`src/rtl/core/sjn_pkg.sv`:
```
// ----------------------------------------------------------------------------
// sjn_pkg
// Shared constants, payload types and controller/datapath link types for the
// shortest-job-next scheduler.
// ----------------------------------------------------------------------------
package sjn_pkg;

    localparam int QUEUE_DEPTH = 16;
    localparam int ID_BITS     = 8;
    localparam int LENGTH_BITS = 16;

    localparam int IDX_W   = $clog2(QUEUE_DEPTH);
    localparam int CNT_W   = $clog2(QUEUE_DEPTH + 1);
    localparam int ENTRY_W = ID_BITS + LENGTH_BITS;

    // one scheduler tick
    typedef struct packed {
        logic                   arrival_valid;
        logic [ID_BITS-1:0]     task_id;
        logic [LENGTH_BITS-1:0] task_length;
    } t_in;

    // one tick result
    typedef struct packed {
        logic               running_valid;
        logic [ID_BITS-1:0] running_id;
        logic               picked_now;
        logic               arrival_dropped;
    } t_out;

    // controller to datapath commands
    typedef struct packed {
        logic accept;
        logic scan_init;
        logic scan_rd;
        logic pick;
        logic shift_rd;
        logic run;
    } t_cmd;

    // datapath to controller status
    typedef struct packed {
        logic need_pick;
        logic scan_last;
        logic shift_more;
    } t_sts;

endpackage

```
`src/rtl/core/sjn_ram.sv`:
```
// ----------------------------------------------------------------------------
// sjn_ram
// Generic single-write, single-read RAM with registered read data.
// ----------------------------------------------------------------------------
module sjn_ram #(
    parameter int DATA_W = 8,
    parameter int DEPTH  = 16
) (
    input  logic                     i_clk,
    input  logic                     i_wr_en,
    input  logic [$clog2(DEPTH)-1:0] i_wr_addr,
    input  logic [DATA_W-1:0]        i_wr_data,
    input  logic                     i_rd_en,
    input  logic [$clog2(DEPTH)-1:0] i_rd_addr,
    output logic [DATA_W-1:0]        o_rd_data
);

    logic [DATA_W-1:0] r_mem [DEPTH];
    logic [DATA_W-1:0] r_rd_data;

    // write port
    always_ff @(posedge i_clk) begin
        if (i_wr_en) begin
            r_mem[i_wr_addr] <= i_wr_data;
        end
    end

    // registered read port
    always_ff @(posedge i_clk) begin
        if (i_rd_en) begin
            r_rd_data <= r_mem[i_rd_addr];
        end
    end

    assign o_rd_data = r_rd_data;

endmodule

```
`src/rtl/core/sjn_dp.sv`:
```
// ----------------------------------------------------------------------------
// sjn_dp
// Scheduler datapath: waiting queue in RAM, running task, minimum scan,
// queue compaction and the result register.
// ----------------------------------------------------------------------------
module sjn_dp
    import sjn_pkg::*;
(
    input  logic i_clk,
    input  logic i_rst_n,
    input  t_in  i_item,
    input  t_cmd i_cmd,
    output t_sts o_sts,
    output t_out o_result,
    output logic o_valid
);

    logic [CNT_W-1:0]       r_count;
    logic [CNT_W-1:0]       r_addr;
    logic                   r_rd_vld;
    logic                   r_rd_shift;
    logic [CNT_W-1:0]       r_rd_idx;
    logic                   r_best_ok;
    logic [CNT_W-1:0]       r_best_idx;
    logic [ID_BITS-1:0]     r_best_id;
    logic [LENGTH_BITS-1:0] r_best_len;
    logic                   r_task_busy;
    logic [ID_BITS-1:0]     r_cur_id;
    logic [LENGTH_BITS-1:0] r_remain;
    logic                   r_picked;
    logic                   r_dropped;
    t_out                   r_out;
    logic                   r_out_vld;

    logic                   full;
    logic [LENGTH_BITS-1:0] arr_len;
    logic                   arr_wr;
    logic                   shift_wr;
    logic                   wr_en;
    logic [IDX_W-1:0]       wr_addr;
    logic [ENTRY_W-1:0]     wr_data;
    logic                   rd_en;
    logic [ENTRY_W-1:0]     rd_data;
    logic [ID_BITS-1:0]     rd_id;
    logic [LENGTH_BITS-1:0] rd_len;
    logic [CNT_W-1:0]       shift_dst;

    // arrival write and compaction write share the single write port
    assign full      = (r_count == CNT_W'(QUEUE_DEPTH));
    assign arr_len   = (i_item.task_length == '0) ? LENGTH_BITS'(1) : i_item.task_length;
    assign arr_wr    = i_cmd.accept && i_item.arrival_valid && !full;
    assign shift_wr  = r_rd_vld && r_rd_shift;
    assign shift_dst = r_rd_idx - CNT_W'(1);
    assign wr_en     = arr_wr || shift_wr;
    assign wr_addr   = shift_wr ? shift_dst[IDX_W-1:0] : r_count[IDX_W-1:0];
    assign wr_data   = shift_wr ? rd_data : {i_item.task_id, arr_len};

    assign rd_en  = i_cmd.scan_rd || i_cmd.shift_rd;
    assign rd_id  = rd_data[ENTRY_W-1:LENGTH_BITS];
    assign rd_len = rd_data[LENGTH_BITS-1:0];

    sjn_ram #(
        .DATA_W (ENTRY_W),
        .DEPTH  (QUEUE_DEPTH)
    ) u_queue (
        .i_clk     (i_clk),
        .i_wr_en   (wr_en),
        .i_wr_addr (wr_addr),
        .i_wr_data (wr_data),
        .i_rd_en   (rd_en),
        .i_rd_addr (r_addr[IDX_W-1:0]),
        .o_rd_data (rd_data)
    );

    // status back to the controller
    assign o_sts.need_pick  = !r_task_busy && (r_count != '0);
    assign o_sts.scan_last  = ((r_addr + CNT_W'(1)) == r_count);
    assign o_sts.shift_more = (r_addr <= r_count);

    // read pipeline tracking
    always_ff @(posedge i_clk) begin
        if (!i_rst_n) begin
            r_rd_vld <= 1'b0;
        end else begin
            r_rd_vld <= rd_en;
        end
        r_rd_shift <= i_cmd.shift_rd;
        r_rd_idx   <= r_addr;
    end

    // read address pointer
    always_ff @(posedge i_clk) begin
        if (i_cmd.scan_init) begin
            r_addr <= '0;
        end else if (i_cmd.pick) begin
            r_addr <= r_best_idx + CNT_W'(1);
        end else if (rd_en) begin
            r_addr <= r_addr + CNT_W'(1);
        end
    end

    // running minimum, strict less keeps the earliest arrival on ties
    always_ff @(posedge i_clk) begin
        if (i_cmd.scan_init) begin
            r_best_ok <= 1'b0;
        end else if (r_rd_vld && !r_rd_shift && (!r_best_ok || rd_len < r_best_len)) begin
            r_best_ok  <= 1'b1;
            r_best_idx <= r_rd_idx;
            r_best_id  <= rd_id;
            r_best_len <= rd_len;
        end
    end

    // waiting count
    always_ff @(posedge i_clk) begin
        if (!i_rst_n) begin
            r_count <= '0;
        end else if (arr_wr) begin
            r_count <= r_count + CNT_W'(1);
        end else if (i_cmd.pick) begin
            r_count <= r_count - CNT_W'(1);
        end
    end

    // per-tick flags
    always_ff @(posedge i_clk) begin
        if (i_cmd.accept) begin
            r_dropped <= i_item.arrival_valid && full;
            r_picked  <= 1'b0;
        end else if (i_cmd.pick) begin
            r_picked <= 1'b1;
        end
    end

    // running task and one tick of execution
    always_ff @(posedge i_clk) begin
        if (!i_rst_n) begin
            r_task_busy <= 1'b0;
            r_cur_id    <= '0;
            r_remain    <= '0;
        end else if (i_cmd.pick) begin
            r_task_busy <= 1'b1;
            r_cur_id    <= r_best_id;
            r_remain    <= r_best_len;
        end else if (i_cmd.run && r_task_busy) begin
            r_remain <= r_remain - LENGTH_BITS'(1);
            if (r_remain <= LENGTH_BITS'(1)) begin
                r_task_busy <= 1'b0;
            end
        end
    end

    // result register, one-cycle strobe
    always_ff @(posedge i_clk) begin
        if (!i_rst_n) begin
            r_out_vld <= 1'b0;
        end else begin
            r_out_vld <= i_cmd.run;
        end
        if (i_cmd.run) begin
            r_out.running_valid   <= r_task_busy;
            r_out.running_id      <= r_task_busy ? r_cur_id : '0;
            r_out.picked_now      <= r_picked;
            r_out.arrival_dropped <= r_dropped;
        end
    end

    assign o_result = r_out;
    assign o_valid  = r_out_vld;

endmodule

```
`src/rtl/core/sjn_ctrl.sv`:
```
// ----------------------------------------------------------------------------
// sjn_ctrl
// Scheduler controller: sequences accept, minimum scan, pick, queue
// compaction and execution of one tick.
// ----------------------------------------------------------------------------
module sjn_ctrl
    import sjn_pkg::*;
(
    input  logic i_clk,
    input  logic i_rst_n,
    input  logic i_start,
    input  t_sts i_sts,
    output t_cmd o_cmd,
    output logic o_busy
);

    localparam logic [2:0] S_IDLE     = 3'd0;
    localparam logic [2:0] S_DECIDE   = 3'd1;
    localparam logic [2:0] S_SCAN     = 3'd2;
    localparam logic [2:0] S_SCAN_END = 3'd3;
    localparam logic [2:0] S_PICK     = 3'd4;
    localparam logic [2:0] S_SHIFT    = 3'd5;
    localparam logic [2:0] S_RUN      = 3'd6;

    logic [2:0] r_state;
    logic [2:0] n_state;

    // next state and commands
    always_comb begin
        n_state = r_state;
        o_cmd   = '0;
        case (r_state)
            S_IDLE: begin
                if (i_start) begin
                    o_cmd.accept = 1'b1;
                    n_state      = S_DECIDE;
                end
            end
            S_DECIDE: begin
                if (i_sts.need_pick) begin
                    o_cmd.scan_init = 1'b1;
                    n_state         = S_SCAN;
                end else begin
                    n_state = S_RUN;
                end
            end
            S_SCAN: begin
                o_cmd.scan_rd = 1'b1;
                if (i_sts.scan_last) begin
                    n_state = S_SCAN_END;
                end
            end
            S_SCAN_END: begin
                n_state = S_PICK;
            end
            S_PICK: begin
                o_cmd.pick = 1'b1;
                n_state    = S_SHIFT;
            end
            S_SHIFT: begin
                if (i_sts.shift_more) begin
                    o_cmd.shift_rd = 1'b1;
                end else begin
                    n_state = S_RUN;
                end
            end
            S_RUN: begin
                o_cmd.run = 1'b1;
                n_state   = S_IDLE;
            end
            default: begin
                n_state = S_IDLE;
            end
        endcase
    end

    // state register
    always_ff @(posedge i_clk) begin
        if (!i_rst_n) begin
            r_state <= S_IDLE;
        end else begin
            r_state <= n_state;
        end
    end

    assign o_busy = (r_state != S_IDLE);

endmodule

```
`src/rtl/core/shortest_job_next_scheduler_top.sv`:
```
// Sequence: after start and a decide step, the result strobe is registered from
// the run step when no pick is made; on a pick, the n waiting tasks are first
// scanned (one RAM read per cycle), the shortest is picked and the m tasks queued
// behind it are moved up (one read and one write per cycle to close the gap).
// Throughput: a new start is taken in the strobe cycle; the receiver cannot stall.
// Reset: synchronous active-low; clears the queue count and running task.
// ----------------------------------------------------------------------------
// shortest_job_next_scheduler_top
// Non-preemptive shortest-job-next scheduler, one tick per start command.
// ----------------------------------------------------------------------------
module shortest_job_next_scheduler_top
    import sjn_pkg::*;
(
    input  logic i_clk,
    input  logic i_rst_n,
    input  logic start,
    output logic busy,
    input  t_in  i_item,
    output t_out o_result,
    output logic o_valid
);

    t_cmd cmd;
    t_sts sts;

    sjn_ctrl u_ctrl (
        .i_clk   (i_clk),
        .i_rst_n (i_rst_n),
        .i_start (start),
        .i_sts   (sts),
        .o_cmd   (cmd),
        .o_busy  (busy)
    );

    sjn_dp u_dp (
        .i_clk    (i_clk),
        .i_rst_n  (i_rst_n),
        .i_item   (i_item),
        .i_cmd    (cmd),
        .o_sts    (sts),
        .o_result (o_result),
        .o_valid  (o_valid)
    );

    // a transfer always makes the block busy on the next cycle
    a_accept_busy: assert property (@(posedge i_clk) disable iff (!i_rst_n)
        (start && !busy) |=> busy)
        else $error("accepted transfer did not raise busy");

    // the result strobe lasts one cycle
    a_strobe_single: assert property (@(posedge i_clk) disable iff (!i_rst_n)
        o_valid |=> !o_valid)
        else $error("result strobe held longer than one cycle");

    // the result only appears once the tick is finished
    a_strobe_idle: assert property (@(posedge i_clk) disable iff (!i_rst_n)
        o_valid |-> !busy)
        else $error("result strobe while still busy");

    // a fresh pick always runs
    a_pick_runs: assert property (@(posedge i_clk) disable iff (!i_rst_n)
        (o_valid && o_result.picked_now) |-> o_result.running_valid)
        else $error("pick flagged without a running task");

endmodule
```
`config.mk`:
```
export PLATFORM = sky130hd
export DESIGN_NAME = shortest_job_next_scheduler_top
export DESIGN_NICKNAME = d
export VERILOG_FILES = /design/src/rtl/core/sjn_pkg.sv /design/src/rtl/core/sjn_ram.sv /design/src/rtl/core/sjn_dp.sv /design/src/rtl/core/sjn_ctrl.sv /design/src/rtl/core/shortest_job_next_scheduler_top.sv
export SDC_FILE = /design/constraint.sdc
export NUM_CORES = 1
export LEC_CHECK = 0
export BUFFER_PORTS_ARGS = -buffer_cell sky130_fd_sc_hd__buf_2
export CORE_MARGIN = 5
export CORE_UTILIZATION = 60
export DETAILED_ROUTE_END_ITERATION = 10
export PLACE_DENSITY = 0.84
export RECOVER_POWER = 50
export SETUP_SLACK_MARGIN = 0.02
export SLEW_MARGIN = 15
export SYNTH_ARGS = -nofsm -noshare
export SYNTH_HDL_FRONTEND = slang
export SYNTH_SLANG_ARGS = --single-unit
```
`constraint.sdc`:
```
create_clock -name i_clk -period 3.45 [get_ports i_clk]
set_input_delay 0.69 -clock i_clk [delete_from_list [all_inputs] [get_ports i_clk]]
set_output_delay 0.69 -clock i_clk [all_outputs]
set_load 0.005 [all_outputs]
```
* Yosys cells after proc, flatten, opt, wreduce, memory -nomap -nowiden
Memory sizes are Yosys's and may differ from the RTL's. A register that Yosys moved wholly into a read port is not among the register bits. Cells that the tools add are included.
Cells by class: mux-type cells 28, equal/unequal tests 11, $lt $le $gt $ge 3, reductions and logical operators 26, bitwise logic cells 1, $add $sub $neg 6
Operators with widths (number):
- $mux W16 | 3
- $mux W24 | 1
- $mux W5 | 4
- $pmux W3 S6 | 1
- $le A16 B1 Y1 const B | 1
- $logic_not A16 Y1 | 1
- $lt A16 B16 Y1 | 1
- $sub A16 B1 Y16 const B | 1
- $add A5 B1 Y5 const B | 3
- $mux W1 | 14
- $mux W3 | 4
- $eq A3 B3 Y1 const B | 3
- $logic_and A1 B1 Y1 | 8
- $reduce_bool A2 Y1 | 4
- $eq A3 B2 Y1 const B | 2
- $ne A2 B2 Y1 const B | 3
- $eq A5 B5 Y1 | 1
- $eq A5 B5 Y1 const B | 1
- $le A5 B5 Y1 | 1
- $reduce_bool A5 Y1 | 1
- $sub A5 B1 Y5 const B | 1
- $logic_not A1 Y1 | 4
- $mux W4 | 1
- $reduce_and A2 Y1 | 2
- 7 further kinds | 9
Word-level totals: bits in registers 89, input port bits 28, memories kept 1, memory bits (writable) 384, output and inout bits 13
Memories:
- u_dp.u_queue.r_mem | depth 16, width 24, rd ports 1, clocked after memory_dff 1, wr ports 1, RTL line sjn_ram.sv:18 | logic [DATA_W-1:0] r_mem [DEPTH];

* Longest topological paths before layout
word-level depth 7, gate-level depth with buffers 9, gate-level depth less buffers 8

* Modules after synthesis
A second synthesis with hierarchy kept.
Second synthesis, totals: cells, all modules 1068, area, all modules 19737.7 um2
Modules (own cells, without submodules):
- sjn_ram | area each 15170.8 um2, cells each 636, instances 1, seq. area each 12251.8 um2
- sjn_dp | area each 4375.4 um2, cells each 410, instances 1, seq. area each 2132.0 um2
- sjn_ctrl | area each 191.4 um2, cells each 22, instances 1, seq. area each 60.1 um2

* Worst setup path before layout
Ideal clock, no wire load.
kind input -> register, start input start, end memory u_dp.u_queue.r_mem[12][0] (netlist name), enable pin, arrival time 2834 ps, cell stages on the path 5, library setup time 405 ps, slack 211 ps, path buffers 0, path through nor4b_1 > o211ai_1 > nor4_1 > a31oi_1 > nor2_1
On the way: longest elaborated chain between the ends 7
Ends and longest elaborated chain:
- start: declaration | RTL line shortest_job_next_scheduler_top.sv:16 | input logic start,
- $mux W1 | RTL line sjn_ctrl.sv:34 | if (i_start) begin
- $mux W1 | RTL line sjn_ctrl.sv:32 | case (r_state)
- $logic_and A1 B1 Y1 (2 in series) | RTL line sjn_dp.sv:51 | assign arr_wr = i_cmd.accept && i_item.arrival_valid && !full;
- $logic_or A1 B1 Y1 | RTL line sjn_dp.sv:54 | assign wr_en = arr_wr || shift_wr;
- $mux W1 | RTL line sjn_ram.sv:23 | if (i_wr_en) begin
- $mux W1 (implied by the code) | RTL line sjn_ram.sv:24 | r_mem[i_wr_addr] <= i_wr_data;
- end: declaration | RTL line sjn_ram.sv:18
Every way passes these cells.

* Final worst setup path
start register u_dp.r_addr[3], end register u_ctrl.r_state[0]
On the way: longest elaborated chain between the ends 4
Ends and longest elaborated chain:
- start: declaration | RTL line sjn_dp.sv:19 | logic [CNT_W-1:0] r_addr;
- start signal: assignment | RTL line sjn_dp.sv:96 | r_addr <= r_best_idx + CNT_W'(1);
- start signal: assignment | RTL line sjn_dp.sv:98 | r_addr <= r_addr + CNT_W'(1);
- $add A5 B1 Y5 | RTL line sjn_dp.sv:77 | assign o_sts.scan_last = ((r_addr + CNT_W'(1)) == r_count);
- $eq A5 B5 Y1 | RTL line sjn_dp.sv:77
- $ne A2 B2 Y1 (no line)
- $reduce_and A3 Y1 (no line) *
- end signal: assignment | RTL line sjn_ctrl.sv:82 | r_state <= n_state;
- end: declaration | RTL line sjn_ctrl.sv:25 | logic [2:0] r_state;
Mark *: on every way between the ends. The rest lies on a longest branch, timed or not. A chain may end at the register's enable or synchronous reset.

==> results.toml <==
[clock_tree]
post_cts_buffers = 0
hold_buffers = 0
cts.reportedPaths.clkPinSlew_ns = 0.06
clock-root-buffer = "clkbuf_16"
cts_buffers = 49
clock_path_buffers = 3
htree_levels = 2
cts_resized = 0
cts_tree = "built"
clock_latency_ns = 0.57
clkSinkCount = 497

[synth]
synth-seq-cells = 497
synthFlopType = "edfxtp_1"
synth_seq_area_share_pct = 72.90
synth.distinct_cells = 58
synthArstFlopShare_pct = 0
mappedNetlistArea_sq_um = 19810
synth-edff-count = 449
synth_cells = 1037
synth_area_per_cell_sq_um = 19.11
synth_warnings = 0
mappedNetlistNets = 1094

[critical_path]
crit_fanout = 30
crit_required_ns = 3.90
r2r.worst_path.cells = 4
arrival_ns = 3.62
endpoint_kind = "flop"
worstReg2RegEnd = "u_ctrl.r_state[0]$_SDFFE_PN0P_"
cpPeakStageDelay_ns = 1.71
startpoint = "u_dp.r_addr[3]$_SDFFE_PP0P_"
rr_startpoint = "u_dp.r_addr[3]$_SDFFE_PP0P_"
crit_family = "buffers and inverters"
startpoint_type = "flop"
crit_buf_inv = 1
r2r_slack_ns = 0.28
path_cells = "clkbuf_1 -> and3_1 -> xnor2_1 -> o41ai_1"
critPathKind = "reg2reg"
crit_slowest_cell = "clkbuf_1"

[floorplanning]
die_w_microns = 191.7
num_rows = 66
fp.dieH_microns = 191.7
die_area_sq_um = 36760
io_pins = 41
core_sq_um = 32540
initial_core_util_pct = 60.90

[routing]
drc = 0
wl_per_cell_microns = 27.91
wirelength_mm = 44.45
vias = 10340
drt_pass1_iterations = 5
ant_nets = 0
drt_iter0_markers = 1198
avgViaCountPerCell = 6.491

[layout]
layout_commonest_cell = "edfxtp_1"
layout_common_cells = "edfxtp_1, mux4_2, clkbuf_16"
drive_gt1_share_pct = 24.76
fin_nets = 1171
diodes = 0
area_delta_synth_final_pct = 12.53

[timing]
setup_violations = 0
period_needed_ns = 3.168
rsz0062_at_grt = "false"
hold_viol = 0
tightest_slew_ns = 2.372
maxSlewViolCount = 31
min_period_over_period_pct = 91.82
max_freq_mhz = 315.7
finalClockSkew_ns = 0.01253
fin_tns_setup_ns = 0
max-slew-margin-rel_pct = -58.12
holdWs_ns = 0.4131

[grt]
grt_pass1_wl_mm = 66.76
grt_pass1_vias = 10500
grt_usage_pct = 24.83
gr-total-overflow = 0
grt_max_degree = 101
antenna_found_initial = 1

[pwr]
power_switching_uw = 4677
p_seq_share_pct = 44.6
pwr-share-clk_pct = 31.3
irDropWorstVdd_mv = 0.6394
combPwrFrac_pct = 24.1
p_per_area_nw_per_um2 = 757.7
internal-power_uw = 12220
leakagePower_uw = 0.007244
swShare_pct = 27.68

[min_path]
min_from = "u_dp.r_rd_idx[4]$_DFF_P_"
holdPathEnd = "u_dp.r_best_idx[4]$_DFFE_PP_"
min_path_type = "reg2reg"
holdPathStages = 0

[placement]
gp_congestion = 0.8443
hpwl_mm = 24.78
portBuffers = 40

[run]
maxCapViolCount = 1

[status]
status = "finished with violations"
violations = "max-capacitance violations, max-slew violations"
Yosys cell counts, types with 6 or more instances:
| cell type | instances | area, sq um |
|---|---|---|
| nand2_1 | 32 | 120.1 |
| clkbuf_1 | 39 | 146.4 |
| a21oi_1 | 33 | 165.2 |
| nand3_1 | 9 | 45.04 |
| ha_1 | 28 | 350.3 |
| nor4_1 | 11 | 68.82 |
| inv_1 | 26 | 97.59 |
| mux4_2 | 120 | 2703 |
| nor2_1 | 51 | 191.4 |
| mux2_2 | 24 | 270.3 |
| a31oi_1 | 6 | 37.54 |
| o21ai_0 | 16 | 80.08 |
| xnor2_1 | 13 | 113.9 |
| o211ai_1 | 10 | 75.07 |
| edfxtp_1 | 449 | 13480 |
| nor3_1 | 13 | 65.06 |
| dfxtp_1 | 48 | 960.9 |
| and2_1 | 11 | 68.82 |
| buf_2 | 7 | 35.03 |
worst reg2reg max path: stages (launching register included):
cell	delay, ns
dfxtp_1	0.37
clkbuf_1	1.71
and3_1	0.49
xnor2_1	0.10
o41ai_1	0.38
metrics by stage:
stage | area [sq um] | power (uW) | instances | setup WS [ns] | util (%)
after detailed placement | 20770 | 11680 | 1505 | 0.4397 | 63.84
after global routing | 22300 | 17640 | 1593 | 0.1679 | 68.53
after CTS | 22350 | 17040 | 1593 | 0.5309 | 68.70
after floorplan | 19810 | 10680 | 1037 | 0.2111 | -
final | 22300 | 16900 | 1593 | 0.2821 | 68.53
after global placement | 20770 | 11540 | 1505 | 0.4650 | 63.84
per-layer routing:
metal / part of all wire, % / track usage (%) / vias to the layer above / routed length [microns]
met5: 0 / 0 / - / 0
met4: 3.3 / 8.481 / 0 / 1453
met3: 8.3 / 4.689 / 94 / 3708
met2: 51 / 40.70 / 539 / 22500
met1: 38 / 34.21 / 5321 / 16790
li1: - / - / 4386 / -
area by class of cell:
type / count / area [sq um]
repair buffers: 76 / 496.7
well taps: 442 / 553.0
clock buffers: 63 / 1331
inverters: 26 / 97.59
multi-input cells: 464 / 5116
fillers: 2030 / 10240
flip-flops and latches: 497 / 14450
clock inverters: 25 / 250.2
flip-flops by register name, summed over array words and instances (netlist names):
register	flops
u_dp.u_queue.r_mem	384
u_dp.u_queue.o_rd_data	24
u_dp.r_best_len	16
u_dp.r_remain	16
u_dp.o_result	11
u_dp.r_best_id	8
u_dp.r_cur_id	8
u_dp.r_addr	5
u_dp.r_best_idx	5
u_dp.r_count	5
u_dp.r_rd_idx	5
u_ctrl.r_state	3
u_dp.o_valid	1
u_dp.r_best_ok	1
u_dp.r_dropped	1
u_dp.r_picked	1
u_dp.r_rd_shift	1
u_dp.r_rd_vld	1
u_dp.r_task_busy	1
power by group through the flow:
| stage | sequential, uW | clock, uW | combinational [uW] |
|---|---|---|---|
| 2_1_floorplan | 7460 | 0 | 3220 |
| 3_3_place_gp | 7600 | 0 | 3940 |
| 3_5_place_dp | 7630 | 0 | 4050 |
| 4_1_cts | 7520 | 5360 | 4160 |
| 5_1_grt | 7570 | 5640 | 4440 |
| 6_report | 7530 | 5290 | 4080 |
logic make-up after synthesis:
logic type	share of synthesized area, %
adder cells (fa/ha/maj)	1.869
buffers and inverters	1.484
AO/OA/AOI/OAI	3.612
multiplexers	15.05
AND/OR/NAND/NOR	4.288
flip-flops	72.90
XOR/XNOR	0.7956
how the worst max path moves through the flow:
stage                                                      to  cells after the start
after global routing           u_ctrl.r_state[0]$_SDFFE_PN0P_                      4
after detailed placement         u_dp.r_count[4]$_SDFFE_PN0P_                     10
final                          u_ctrl.r_state[0]$_SDFFE_PN0P_                      4
after floorplan           u_dp.u_queue.r_mem[12][0]$_DFFE_PP_                      5
after global placement           u_dp.r_count[4]$_SDFFE_PN0P_                     10
after CTS                        u_dp.r_count[4]$_SDFFE_PN0P_                      8
Note: power is estimated with default switching activity, not from simulation.
